<file path="src/touch_virtual_keypad_tracker_macros.svh">
// ============================================================================
// Touch virtual keypad tracker assertion macros
// Shared concurrent assertion forms; they compile to nothing when SYNTH is set.
// ============================================================================
`ifndef TOUCH_VIRTUAL_KEYPAD_TRACKER_MACROS_SVH
`define TOUCH_VIRTUAL_KEYPAD_TRACKER_MACROS_SVH

`ifndef SYNTH
// Antecedent implies consequent in the same cycle.
`define TVK_ASSERT_IMP(lbl, clk, rstn, ante, cons) \
  lbl: assert property (@(posedge clk) disable iff (!rstn) (ante) |-> (cons)) \
    else $error("tvk: implication check failed");
// Antecedent implies consequent in the next cycle.
`define TVK_ASSERT_NXT(lbl, clk, rstn, ante, cons) \
  lbl: assert property (@(posedge clk) disable iff (!rstn) (ante) |=> (cons)) \
    else $error("tvk: next-cycle check failed");
// Expression must never hold.
`define TVK_ASSERT_NEVER(lbl, clk, rstn, expr) \
  lbl: assert property (@(posedge clk) disable iff (!rstn) !(expr)) \
    else $error("tvk: forbidden condition seen");
`else
`define TVK_ASSERT_IMP(lbl, clk, rstn, ante, cons)
`define TVK_ASSERT_NXT(lbl, clk, rstn, ante, cons)
`define TVK_ASSERT_NEVER(lbl, clk, rstn, expr)
`endif

`endif

</file>
<file path="src/tvk_pkg.sv">
// ============================================================================
// Touch virtual keypad tracker package
// Widths, codes and types shared by the keypad tracker files.
// ============================================================================
package tvk_pkg;

  localparam int KeyCount       = 8;
  localparam int SlotW          = 3;
  localparam int PairCount      = 4;
  localparam int CoordW         = 12;
  localparam int TagW           = 16;
  localparam int DistW          = 2 * CoordW + 1;
  localparam int FingerSlotsDef = 10;
  localparam int CfgIdxW        = 3;
  localparam int CfgDataW       = 48;
  localparam int ReqTypeW       = 2;

  localparam logic [DistW-1:0] RadiusRst = DistW'(576);

  // Event kinds.
  localparam logic [ReqTypeW-1:0] REQ_DOWN   = 2'd0;
  localparam logic [ReqTypeW-1:0] REQ_UP     = 2'd1;
  localparam logic [ReqTypeW-1:0] REQ_MOTION = 2'd2;

  // Configuration register indexes.
  localparam logic [CfgIdxW-1:0] CFG_KEY_PAIR_0 = 3'd0;
  localparam logic [CfgIdxW-1:0] CFG_KEY_PAIR_1 = 3'd1;
  localparam logic [CfgIdxW-1:0] CFG_KEY_PAIR_2 = 3'd2;
  localparam logic [CfgIdxW-1:0] CFG_KEY_PAIR_3 = 3'd3;
  localparam logic [CfgIdxW-1:0] CFG_RADIUS     = 3'd4;

  typedef struct packed {
    logic [CoordW-1:0] y;
    logic [CoordW-1:0] x;
  } tvk_point_t;

endpackage

</file>
<file path="src/tvk_dist.sv">
// ============================================================================
// Squared distance unit
// Registered squared distance between a touch point and one key center.
// ============================================================================
module tvk_dist import tvk_pkg::*; (
  input  logic             clk_i,
  input  tvk_point_t       pt_i,
  input  tvk_point_t       ctr_i,
  output logic [DistW-1:0] dist_o
);

  logic [CoordW-1:0]   dx, dy;
  logic [2*CoordW-1:0] sq_x, sq_y;
  logic [DistW-1:0]    dist_d, dist_q;

  assign dx = (pt_i.x > ctr_i.x) ? (pt_i.x - ctr_i.x) : (ctr_i.x - pt_i.x);
  assign dy = (pt_i.y > ctr_i.y) ? (pt_i.y - ctr_i.y) : (ctr_i.y - pt_i.y);

  assign sq_x   = {{CoordW{1'b0}}, dx} * {{CoordW{1'b0}}, dx};
  assign sq_y   = {{CoordW{1'b0}}, dy} * {{CoordW{1'b0}}, dy};
  assign dist_d = {1'b0, sq_x} + {1'b0, sq_y};

  always_ff @(posedge clk_i) begin
    dist_q <= dist_d;
  end

  assign dist_o = dist_q;

endmodule

</file>
<file path="config.mk">
export PLATFORM = sky130hd
export DESIGN_NAME = tvk_dist
export DESIGN_NICKNAME = d
export VERILOG_FILES = /design/src/touch_virtual_keypad_tracker_macros.svh /design/src/tvk_pkg.sv /design/src/tvk_dist.sv
export SDC_FILE = /design/constraint.sdc
export NUM_CORES = 1
export LEC_CHECK = 0
export ABC_AREA = 1
export BUFFER_PORTS_ARGS = -buffer_cell sky130_fd_sc_hd__clkbuf_2
export CAP_MARGIN = 40
export CORE_AREA = 5 5 169 171
export CTS_CLUSTER_SIZE = 10
export DETAILED_ROUTE_END_ITERATION = 7
export DIE_AREA = 0 0 174 176
export SYNTH_ARGS = -nofsm -noshare
export SYNTH_HDL_FRONTEND = slang
export SYNTH_SLANG_ARGS = --single-unit
</file>
<file path="constraint.sdc">
create_clock -name clk_i -period 6.7 [get_ports clk_i]
set_clock_uncertainty 0.05 [all_clocks]
set_input_delay 0.67 -clock clk_i [delete_from_list [all_inputs] [get_ports clk_i]]
set_output_delay 0.67 -clock clk_i [all_outputs]
set_load 0.05 [all_outputs]
</file>
Yosys cells after proc, flatten, opt, wreduce, memory -nomap -nowiden
Index checks and enable logic that the tools add are counted.

word-level totals
  input bits = 49
  output and inout port bits = 25
  flip-flop bits (word level) = 25

cells by class
  mux-type cells = 2
  add/sub/neg operators = 5
  order comparisons = 2
  multiply operators = 2

operator list
  cell                            count
  multiplier 12 x 12 -> 24 bit    2
  subtractor 12 bit               4
  adder 24 x 24 -> 25 bit         1
  greater-than comparator 12 bit  2
  2-to-1 mux 12 bit               2

Depth between registers and ports, before layout
Gate-level depths: netlist of the first run.

  depth after elaboration = 4
  mapped depth = 40
  gate-level depth less buffers = 39

Worst setup path after synthesis of the first run
Ideal clock, no wire load.

  kind = input to register
  from = input pt_i[0] (netlist bit)
  to = register dist_q[18] (netlist: dist_o[18])
  data arrival time = 7.077 ns
  library setup time = 0.112 ns
  stages on the path = 35
  setup slack = -0.539 ns
  cell sequence = inv_1 -> ha_1 -> inv_1 -> fa_1 -> nand2_1 -> nand2_2 -> nand3_1 -> nand3_2 -> nand2_4 -> inv_4 -> nand2_1 -> nand2_2 -> buf_6 -> inv_1 -> nand2_1 -> fa_1 -> inv_1 -> fa_1 -> inv_1 -> fa_1 -> fa_1 -> inv_1 -> fa_1 -> fa_1 -> inv_1 -> fa_1 -> inv_1 -> ha_1 -> nand2_1 -> nor2_1 -> inv_1 -> o21ai_0 -> nand4_1 -> nand3_1 -> nand2_1

between the ends
  longest elaborated chain between the ends = 4

ends and longest elaborated chain
  element                                                              line            source
  start, declared                                                      tvk_dist.sv:7   input tvk_point_t pt_i,
  subtractor 12 bit or greater-than comparator 12 bit (tied branches)  tvk_dist.sv:16  assign dx = (pt_i.x > ctr_i.x) ? (pt_i.x - ctr_i.x) : (ctr_i.x - pt_i.x);
  2-to-1 mux 12 bit (*)                                                tvk_dist.sv:16
  multiplier 12 x 12 -> 24 bit (*)                                     tvk_dist.sv:19  assign sq_x = {{CoordW{1'b0}}, dx} * {{CoordW{1'b0}}, dx};
  adder 24 x 24 -> 25 bit (*)                                          tvk_dist.sv:21  assign dist_d = {1'b0, sq_x} + {1'b0, sq_y};
  via dist_d[18]                                                       tvk_dist.sv:14  logic [DistW-1:0] dist_d, dist_q;
  end signal, assigned                                                 tvk_dist.sv:24  dist_q <= dist_d;
  end, declared                                                        tvk_dist.sv:14

Mark *: on every way through the listed nets, which the timed path passes. The rest lies on a longest branch.

Final worst setup path of the first run
  from = input pt_i[12] (netlist bit)
  to = register dist_q[18] (netlist: dist_o[18])

between the ends
  longest elaborated chain between the ends = 4

ends and longest elaborated chain
  element                                                              line            source
  subtractor 12 bit or greater-than comparator 12 bit (tied branches)  tvk_dist.sv:17  assign dy = (pt_i.y > ctr_i.y) ? (pt_i.y - ctr_i.y) : (ctr_i.y - pt_i.y);
  2-to-1 mux 12 bit (*)                                                tvk_dist.sv:17
  multiplier 12 x 12 -> 24 bit (*)                                     tvk_dist.sv:20  assign sq_y = {{CoordW{1'b0}}, dy} * {{CoordW{1'b0}}, dy};
  adder 24 x 24 -> 25 bit (*)                                          tvk_dist.sv:21
  via dist_d[18]                                                       tvk_dist.sv:14

Marks and branches as above.

==> metrics.yaml, run 1 <==
synth_edf_count: 0
failed_checks: "negative setup slack"
grt_most_used_layer: "met2"
cp.required_ps: 6810
place.detailed.hpwl_um: 28910
critPathMaxStageDelay_ps: 580
post_route_cells_drive_above_1_share_pct: 41.69
status: "finished with violations"
number_of_setup_violations_in_the_final_report: 15
final.fill_count: 2271
layout_commonest_cell: "inv_1"
crit_path_frequent_cell: "fa_1"
setup_ws_ps: -413.7
drt_first_iter_violations: 360
die_height_um: 176
worstSetupEndpointType: "flop"
final_period_minus_worst_setup_slack_ps: 7114
synth_warnings: 0
postSynthAreaPerCell_um2: 7.755
clock_sink_count: 25
antenna_diode_count: 0
clock_tree_from_tritoncts: "yes"
grt_pass1_vias: 11300
die_w_um: 174
worstMarginPinSlew_ps: 351.0
timing_hold_violations_final: 0
start_kind: "input pin"
syn_area_um2: 11830
ys_ff_latch: 25
synthesis.instances: 1525
async_reset_ff_share_pct: 0
yosysSeqAreaShare_pct: 4.232
unrepaired_setup_endpoints_after_global_routing: "true"
postRouteWirelength_um: 33360
synth_cell_type_count: 41
grt_overall_usage_pct: 21.60
largest_register_ffs: 25
place_congestion: 0.9058
antenna_found_initial: 0
fmax_mhz: 140.6
cp_top_family: "adder cells"
io_buffer_count: 73
fin_util_pct: 63.13
grt_overflow: 0
met2_routing_resource_usage_after_global_routing_pct: 40.55
postSynth.topFlopCell: "dfxtp_1"
layout_worst_path_cycle_share_pct: 106.2
area_growth_pct: 42.67
hold_path.class: "in -> reg"
tritoncts.num_buffers: 3
cts_htree_levels: 1
slew_headroom_pct: 76.43
final_nets: 2309
worst_path_max_delay_cell: "fa_2"
route.detailed.vias_per_inst: 4.680
via_count: 10500
grt_first_pass_wirelength_um: 54520
synth.net_count: 1931
core_area_um2: 26730
clock_tree.buffer_depth: 2
detail_route_antenna_nets: 0
max-cap-violations: 0
drv_slew: 0
num_io_pins: 74
routed_wire_per_std_cell_um: 14.87
fp_rows: 60
use_met3_pct: 1.370
layout_common_cells: "inv_1 (370), buf_4 (282), nand2_1 (207)"
cp.buffers_inverters: 9
clkSlewWorstSetupHoldPaths_ps: 80
die_area_um2: 30620
critical_path_arrival_ps: 7230
timing.setup.critical_path_class: "in -> reg"
grt_use_met1_pct: 27.50
worst-path-max-fanout: 7
remaining_drc_errors: 0
initial_utilization_pct: 44.25
grt_start_max_net_pins: 16
detail_route.first_pass.iterations: 5
clockRootBuffer: "clkbuf_16"
==> synth_stat cells (3+ instances only) <==
master,count,area (um^2)
a21o_1,4,30.03
a21oi_1,50,250.2
a31oi_1,4,25.02
buf_4,6,45.04
buf_6,9,101.4
dfxtp_1,25,500.5
fa_1,205,4104
ha_1,152,1902
inv_1,426,1599
inv_2,18,67.56
inv_4,4,25.02
nand2_1,278,1044
nand2_2,24,150.1
nand2_4,15,168.9
nand3_1,50,250.2
nand3_2,3,30.03
nand4_1,14,87.58
nor2_1,110,412.9
nor2_2,15,93.84
nor2_4,15,168.9
o21ai_0,21,105.1
o21ai_2,4,35.03
o21bai_1,5,37.54
or2_2,3,18.77
xnor2_1,10,87.58
xor2_1,35,306.5
==> path summary, 6_finish.rpt <==
kind | from | end | slack [ps] | cells past startpoint
min | ctr_i[0] | dist_o[0] | 1020 | 5
max | pt_i[12] | dist_o[18] | -410 | 34
==> layer usage <==
layer | vias up | share of wire (%)
met5 | - | 0
met4 | 0 | 2.5
met3 | 56 | 3.0
met2 | 214 | 52
met1 | 5008 | 42
li1 | 5219 | -
==> logic make-up after synthesis <==
family | after synthesis | synth area share, %
fa+ha+maj | 357 | 50.78
xor+xnor | 45 | 3.333
compound gates | 95 | 4.507
buf+inv | 469 | 16.03
simple gates | 534 | 21.12
flops | 25 | 4.232
==> timing repair <==
item	4_1_cts	5_1_grt
setup endpoints to repair	18	18
cloned	2	0
buffers inserted	23	31
pin swaps	77	83
resized for setup	158	182
hold buffers	0	0
==> worst min-delay path, delay by kind of cell <==
| kind | cells | cell delay [ps] |
|---|---|---|
| adder cells (fa/ha/maj) | 2 | 340 |
| buffers and inverters | 3 | 290 |
==> metrics by stage <==
stage                     instance area, um^2  std cells  TNS (ps)  hold WS (ps)  worst slack (ps)
after floorplan                         12300       1525     -1347          1060            -172.4
after global placement                  15030       2187    -11770          1118            -931.5
after global routing                    16870       2243     -8820          1027            -683.9
after CTS                               15910       2216     -4518          1041            -410.4
final                                   16870       2243     -4604          1021            -413.7
after detailed placement                15030       2187    -12680          1119            -948.1
==> layout make-up <==
| class | count | area [um^2] | share of cell area [%] |
|---|---|---|---|
| Clock buffer | 3 | 75.07 | 0.4449 |
| Clock inverter | 1 | 7.507 | 0.04449 |
| Inverter | 449 | 1763 | 10.45 |
| Multi-Input combinational cell | 1031 | 11040 | 65.46 |
| Sequential cell | 25 | 500.5 | 2.966 |
| Tap cell | 341 | 426.7 | 2.529 |
| Timing Repair Buffer | 391 | 3038 | 18.01 |
| Timing Repair inverter | 2 | 17.52 | 0.1038 |
Power of run 1 is left out: the tool's default activity adds up to more than one toggle a clock period on the data nets, which glitch-free logic cannot reach.
==> inputs of run 2 (changes only) <==
--- a/config.mk
+++ b/config.mk
@@ -5,13 +5,12 @@
 export SDC_FILE = /design/constraint.sdc
 export NUM_CORES = 1
 export LEC_CHECK = 0
-export ABC_AREA = 1
 export BUFFER_PORTS_ARGS = -buffer_cell sky130_fd_sc_hd__clkbuf_2
 export CAP_MARGIN = 40
-export CORE_AREA = 5 5 169 171
-export CTS_CLUSTER_SIZE = 10
+export CORE_AREA = 5 5 162 164
+export CTS_CLUSTER_SIZE = 25
 export DETAILED_ROUTE_END_ITERATION = 7
-export DIE_AREA = 0 0 174 176
+export DIE_AREA = 0 0 167 169
 export SYNTH_ARGS = -nofsm -noshare
 export SYNTH_HDL_FRONTEND = slang
 export SYNTH_SLANG_ARGS = --single-unit
==> metrics.yaml, run 2 <==
status: "finished with violations"
failed_checks: "negative setup slack"
largest_register_ffs: 25
via_count: 8940
critical_path_arrival_ps: 8240
syn_area_um2: 10900
io_buffer_count: 73
worstSetupEndpointType: "flop"
critPathMaxStageDelay_ps: 560
synthMostInstantiatedCell: "inv_1"
grt_first_pass_wirelength_um: 43450
layout_commonest_cell: "inv_1"
grt_start_max_net_pins: 16
place_congestion: 0.8652
hold_path.class: "in -> reg"
max-cap-violations: 0
post_route_cells_drive_above_1_share_pct: 41.60
worstMarginPinSlew_ps: 490.8
antenna_found_initial: 0
clock_tree_from_tritoncts: "yes"
die_area_um2: 28220
timing_hold_violations_final: 0
remaining_drc_errors: 0
top_cells_by_instance_count_after_synthesis: "inv_1 (338), fa_1 (205), ha_1 (152), nor2_1 (84), nand2_1 (52)"
final_period_minus_worst_setup_slack_ps: 8091
detail_route.first_pass.iterations: 4
fp_rows: 58
grt_overflow: 0
initial_utilization_pct: 44.05
synth.net_count: 1606
postSynthAreaPerCell_um2: 9.085
crit_path_frequent_cell: "fa_2"
final.fill_count: 2048
timing.setup.critical_path_class: "in -> reg"
cts_hold_repair.buffers: 0
fmax_mhz: 123.6
yosysSeqAreaShare_pct: 4.591
unrepaired_setup_endpoints_after_global_routing: "true"
clockRootBuffer: "clkbuf_16"
antenna_diode_count: 0
post-synth-top-area-fraction_pct: 37.64
drt_first_iter_violations: 278
detail_route_antenna_nets: 0
async_reset_ff_share_pct: 0
route.detailed.vias_per_inst: 4.671
synthesis.instances: 1200
grt_overall_usage_pct: 18.28
place.detailed.hpwl_um: 22380
postRouteWirelength_um: 25560
cp.required_ps: 6850
ys_ff_latch: 25
final_nets: 1991
layout_common_cells: "inv_1 (308), buf_4 (303), fa_1 (185)"
synth_warnings: 0
core_area_um2: 24750
die_w_um: 167
postSynth.topFlopCell: "dfxtp_1"
timing.hold.worst_path_depth: 5
setup_ws_ps: -1391
cts_htree_levels: 1
slew_headroom_pct: 67.00
tritoncts.num_buffers: 3
clkSlewWorstSetupHoldPaths_ps: 80
grt_pass1_vias: 9530
synth_top_cells_by_area: "fa_1 (38%), ha_1 (17%), inv_1 (12%)"
synth_cell_type_count: 71
worst-path-max-fanout: 5
start_kind: "input pin"
routed_wire_per_std_cell_um: 13.35
clock_tree.buffer_depth: 2
area_growth_pct: 42.14
synth_edf_count: 0
die_height_um: 169
number_of_setup_violations_in_the_final_report: 18
post-synth-top-area-cell: "fa_1"
clock_sink_count: 25
layout_worst_path_cycle_share_pct: 120.8
worst_path_max_delay_cell: "fa_2"
fin_util_pct: 62.62
num_io_pins: 74
drv_slew: 0
hold_ws_ps: 1111
[run 2: cell types whose count changed after synthesis, sizes merged, moves of 23 or more]
cell / previous run / this run
nand2: 317 / 53
inv: 449 / 346
nand3: 55 / 8
a21o: 4 / 28
xnor2: 10 / 33
nor2: 140 / 97
[run 2: path summary, 6_finish.rpt]
kind / slack (ps) / startpoint / endpoint
setup / recovery: -1390 / pt_i[12] / dist_o[23]
hold / removal: 1110 / ctr_i[0] / dist_o[2]
[run 2: kinds of logic after synthesis]
group	Yosys count	synth area share [%]
XOR/XNOR	52	5.314
multiplexers	14	1.481
buffers and inverters	374	13.72
AND/OR/NAND/NOR	236	10.77
flip-flops	25	4.591
AO/OA/AOI/OAI	142	9.044
adder cells (fa/ha/maj)	357	55.09
[run 2: through the flow]
| stage | area, um^2 | std cells | worst slack, ps | TNS [ps] |
|---|---|---|---|---|
| 2_1_floorplan | 11180 | 1200 | -1216 | -13590 |
| 3_3_place_gp | 13960 | 1870 | -1734 | -22510 |
| 3_5_place_dp | 13960 | 1870 | -1802 | -24240 |
| 4_1_cts | 14670 | 1889 | -1412 | -17750 |
| 5_1_grt | 15500 | 1914 | -1690 | -22160 |
| 6_report | 15500 | 1914 | -1391 | -17020 |
[run 2: area by class of cell]
type                            count  area (um^2)  area share (%)
Multi-Input combinational cell    802        10150           65.48
Timing Repair Buffer              406         3027           19.53
Inverter                          347         1326           8.559
Sequential cell                    25        500.5           3.230
Tap cell                          330        412.9           2.665
Clock buffer                        3        75.07          0.4845
Clock inverter                      1        7.507         0.04845
[run 2: repair_timing]
action / 4_1_cts / 5_1_grt
cloned: 2 / 0
resized for setup: 102 / 126
pin swaps: 68 / 78
endpoints found under the setup margin: 19 / 19
buffers inserted: 13 / 30
[run 2: per-layer routing]
layer	track usage [%]	share of wire, %	vias up
met5	0	0	-
met4	1.779	0.85	0
met3	1.658	2.3	12
met2	34.31	54	84
met1	23.80	43	4438
li1	-	-	4406
[run 2: critical path: cells and delay by family]
family / cells / cell delay [ps]
XOR/XNOR: 2 / 260
AO/OA/AOI/OAI: 7 / 1400
AND/OR/NAND/NOR: 5 / 500
multiplexers: 1 / 270
buffers and inverters: 12 / 1070
adder cells (fa/ha/maj): 10 / 4060
Power of run 2 is left out for the same reason.
==> inputs of run 3 (changes only) <==
--- a/config.mk
+++ b/config.mk
@@ -14,3 +14,4 @@
 export SYNTH_ARGS = -nofsm -noshare
 export SYNTH_HDL_FRONTEND = slang
 export SYNTH_SLANG_ARGS = --single-unit
+export TNS_END_PERCENT = 50
==> metrics.yaml, run 3 (synthesis results as in run 2) <==
layout_worst_path_cycle_share_pct: 120.5
critical_path_arrival_ps: 8230
setup_ws_ps: -1375
hold-path-endpoint: "dist_o[2]"
hold_path.startpoint: "ctr_i[0]"
cts_htree_levels: 1
route.detailed.vias_per_inst: 4.730
slew_headroom_pct: 68.79
postRouteWirelength_um: 26210
clkSlewWorstSetupHoldPaths_ps: 80
core_area_um2: 24750
timing_hold_violations_final: 0
clock_sink_count: 25
fp_rows: 58
start_kind: "input pin"
cp.required_ps: 6850
clock_tree.buffer_depth: 2
drv_slew: 0
worst_setup_timing_slack_at_the_placement_stage_ps: -2001
detail_route.first_pass.iterations: 4
num_io_pins: 74
antenna_found_initial: 0
io_buffer_count: 73
max-cap-violations: 0
critPathMaxStageDelay_ps: 570
cp_top_family: "adder cells"
layout_commonest_cell: "inv_1"
fmax_mhz: 123.8
antenna_diode_count: 0
crit_path_frequent_cell: "fa_1"
hold_ws_ps: 1141
place.detailed.hpwl_um: 22800
grt_first_pass_wirelength_um: 45260
die_height_um: 169
tritoncts.num_buffers: 3
detail_route_antenna_nets: 0
post_route_cells_drive_above_1_share_pct: 38.87
die_w_um: 167
final_period_minus_worst_setup_slack_ps: 8075
grt_overall_usage_pct: 19.27
grt_start_max_net_pins: 16
timing.setup.critical_path_class: "in -> reg"
grt_overflow: 0
worstMarginPinSlew_ps: 464.2
place_congestion: 0.8601
layout_common_cells: "inv_1 (323), buf_4 (299), fa_1 (188)"
area_growth_pct: 39.32
via_count: 9020
clockRootBuffer: "clkbuf_16"
remaining_drc_errors: 0
worstSetupEndpointType: "flop"
status: "finished with violations"
timing.hold.worst_path_depth: 5
final_nets: 1984
initial_utilization_pct: 44.05
worst_path_max_delay_cell: "fa_1"
number_of_setup_violations_in_the_final_report: 18
cp.buffers_inverters: 9
failed_checks: "negative setup slack"
grt_pass1_vias: 9918
worst-path-max-fanout: 6
drt_first_iter_violations: 260
unrepaired_setup_endpoints_after_global_routing: "true"
routed_wire_per_std_cell_um: 13.74
clock_tree_from_tritoncts: "yes"
largest_register_ffs: 25
hold_path.class: "in -> reg"
die_area_um2: 28220
==> run 3: changes by cell type in the layout (fill, tap and decap cells not counted), sizes merged <==
cell	delta
buf	-6
o31a	-1
==> run 3: repair_timing <==
| item | 4_1_cts | 5_1_grt |
|---|---|---|
| pin swaps | 47 | 22 |
| setup endpoints to repair | 19 | 19 |
| cloned | 1 | 0 |
| gates resized for setup | 110 | 58 |
| setup buffers | 28 | 10 |
| hold buffers | 0 | 0 |
==> run 3: final cells by class <==
type | instances | area [um^2]
Multi-Input combinational cell | 801 | 9867
Tap cell | 330 | 412.9
Inverter | 347 | 1321
Fill cell | 2107 | 9558
Timing Repair Buffer | 400 | 3004
Clock inverter | 1 | 7.507
Sequential cell | 25 | 500.5
Clock buffer | 3 | 75.07
==> run 3: how the worst max path moves through the flow <==
stage | slack (ps) | end | from | depth (start not counted)
after floorplan | -1220 | dist_o[23] | pt_i[12] | 32
final | -1380 | dist_o[23] | pt_i[14] | 33
after detailed placement | -2000 | dist_o[23] | pt_i[0] | 35
after global routing | -1700 | dist_o[23] | pt_i[14] | 33
after global placement | -1880 | dist_o[23] | pt_i[0] | 33
after CTS | -1390 | dist_o[23] | pt_i[12] | 35
==> run 3: metal layers <==
metal / GRT usage (%) / routed length [um] / vias up
met4: 3.131 / 433 / 0
met3: 1.425 / 745 / 35
met1: 24.26 / 10910 / 4486
met2: 36.77 / 14120 / 112
li1: - / - / 4387
met5: 0 / 0 / -
==> run 3: per-stage QoR <==
stage               TNS, ps  util [%]  area, um^2  std cells
global route         -22680     61.38       15190       1907
CTS                  -16810     59.88       14820       1897
detailed placement   -27130     56.19       13910       1864
finish               -16830     61.38       15190       1907
floorplan            -13780         -       11160       1200
global placement     -25720     56.19       13910       1864
Power of run 3 is left out for the same reason.
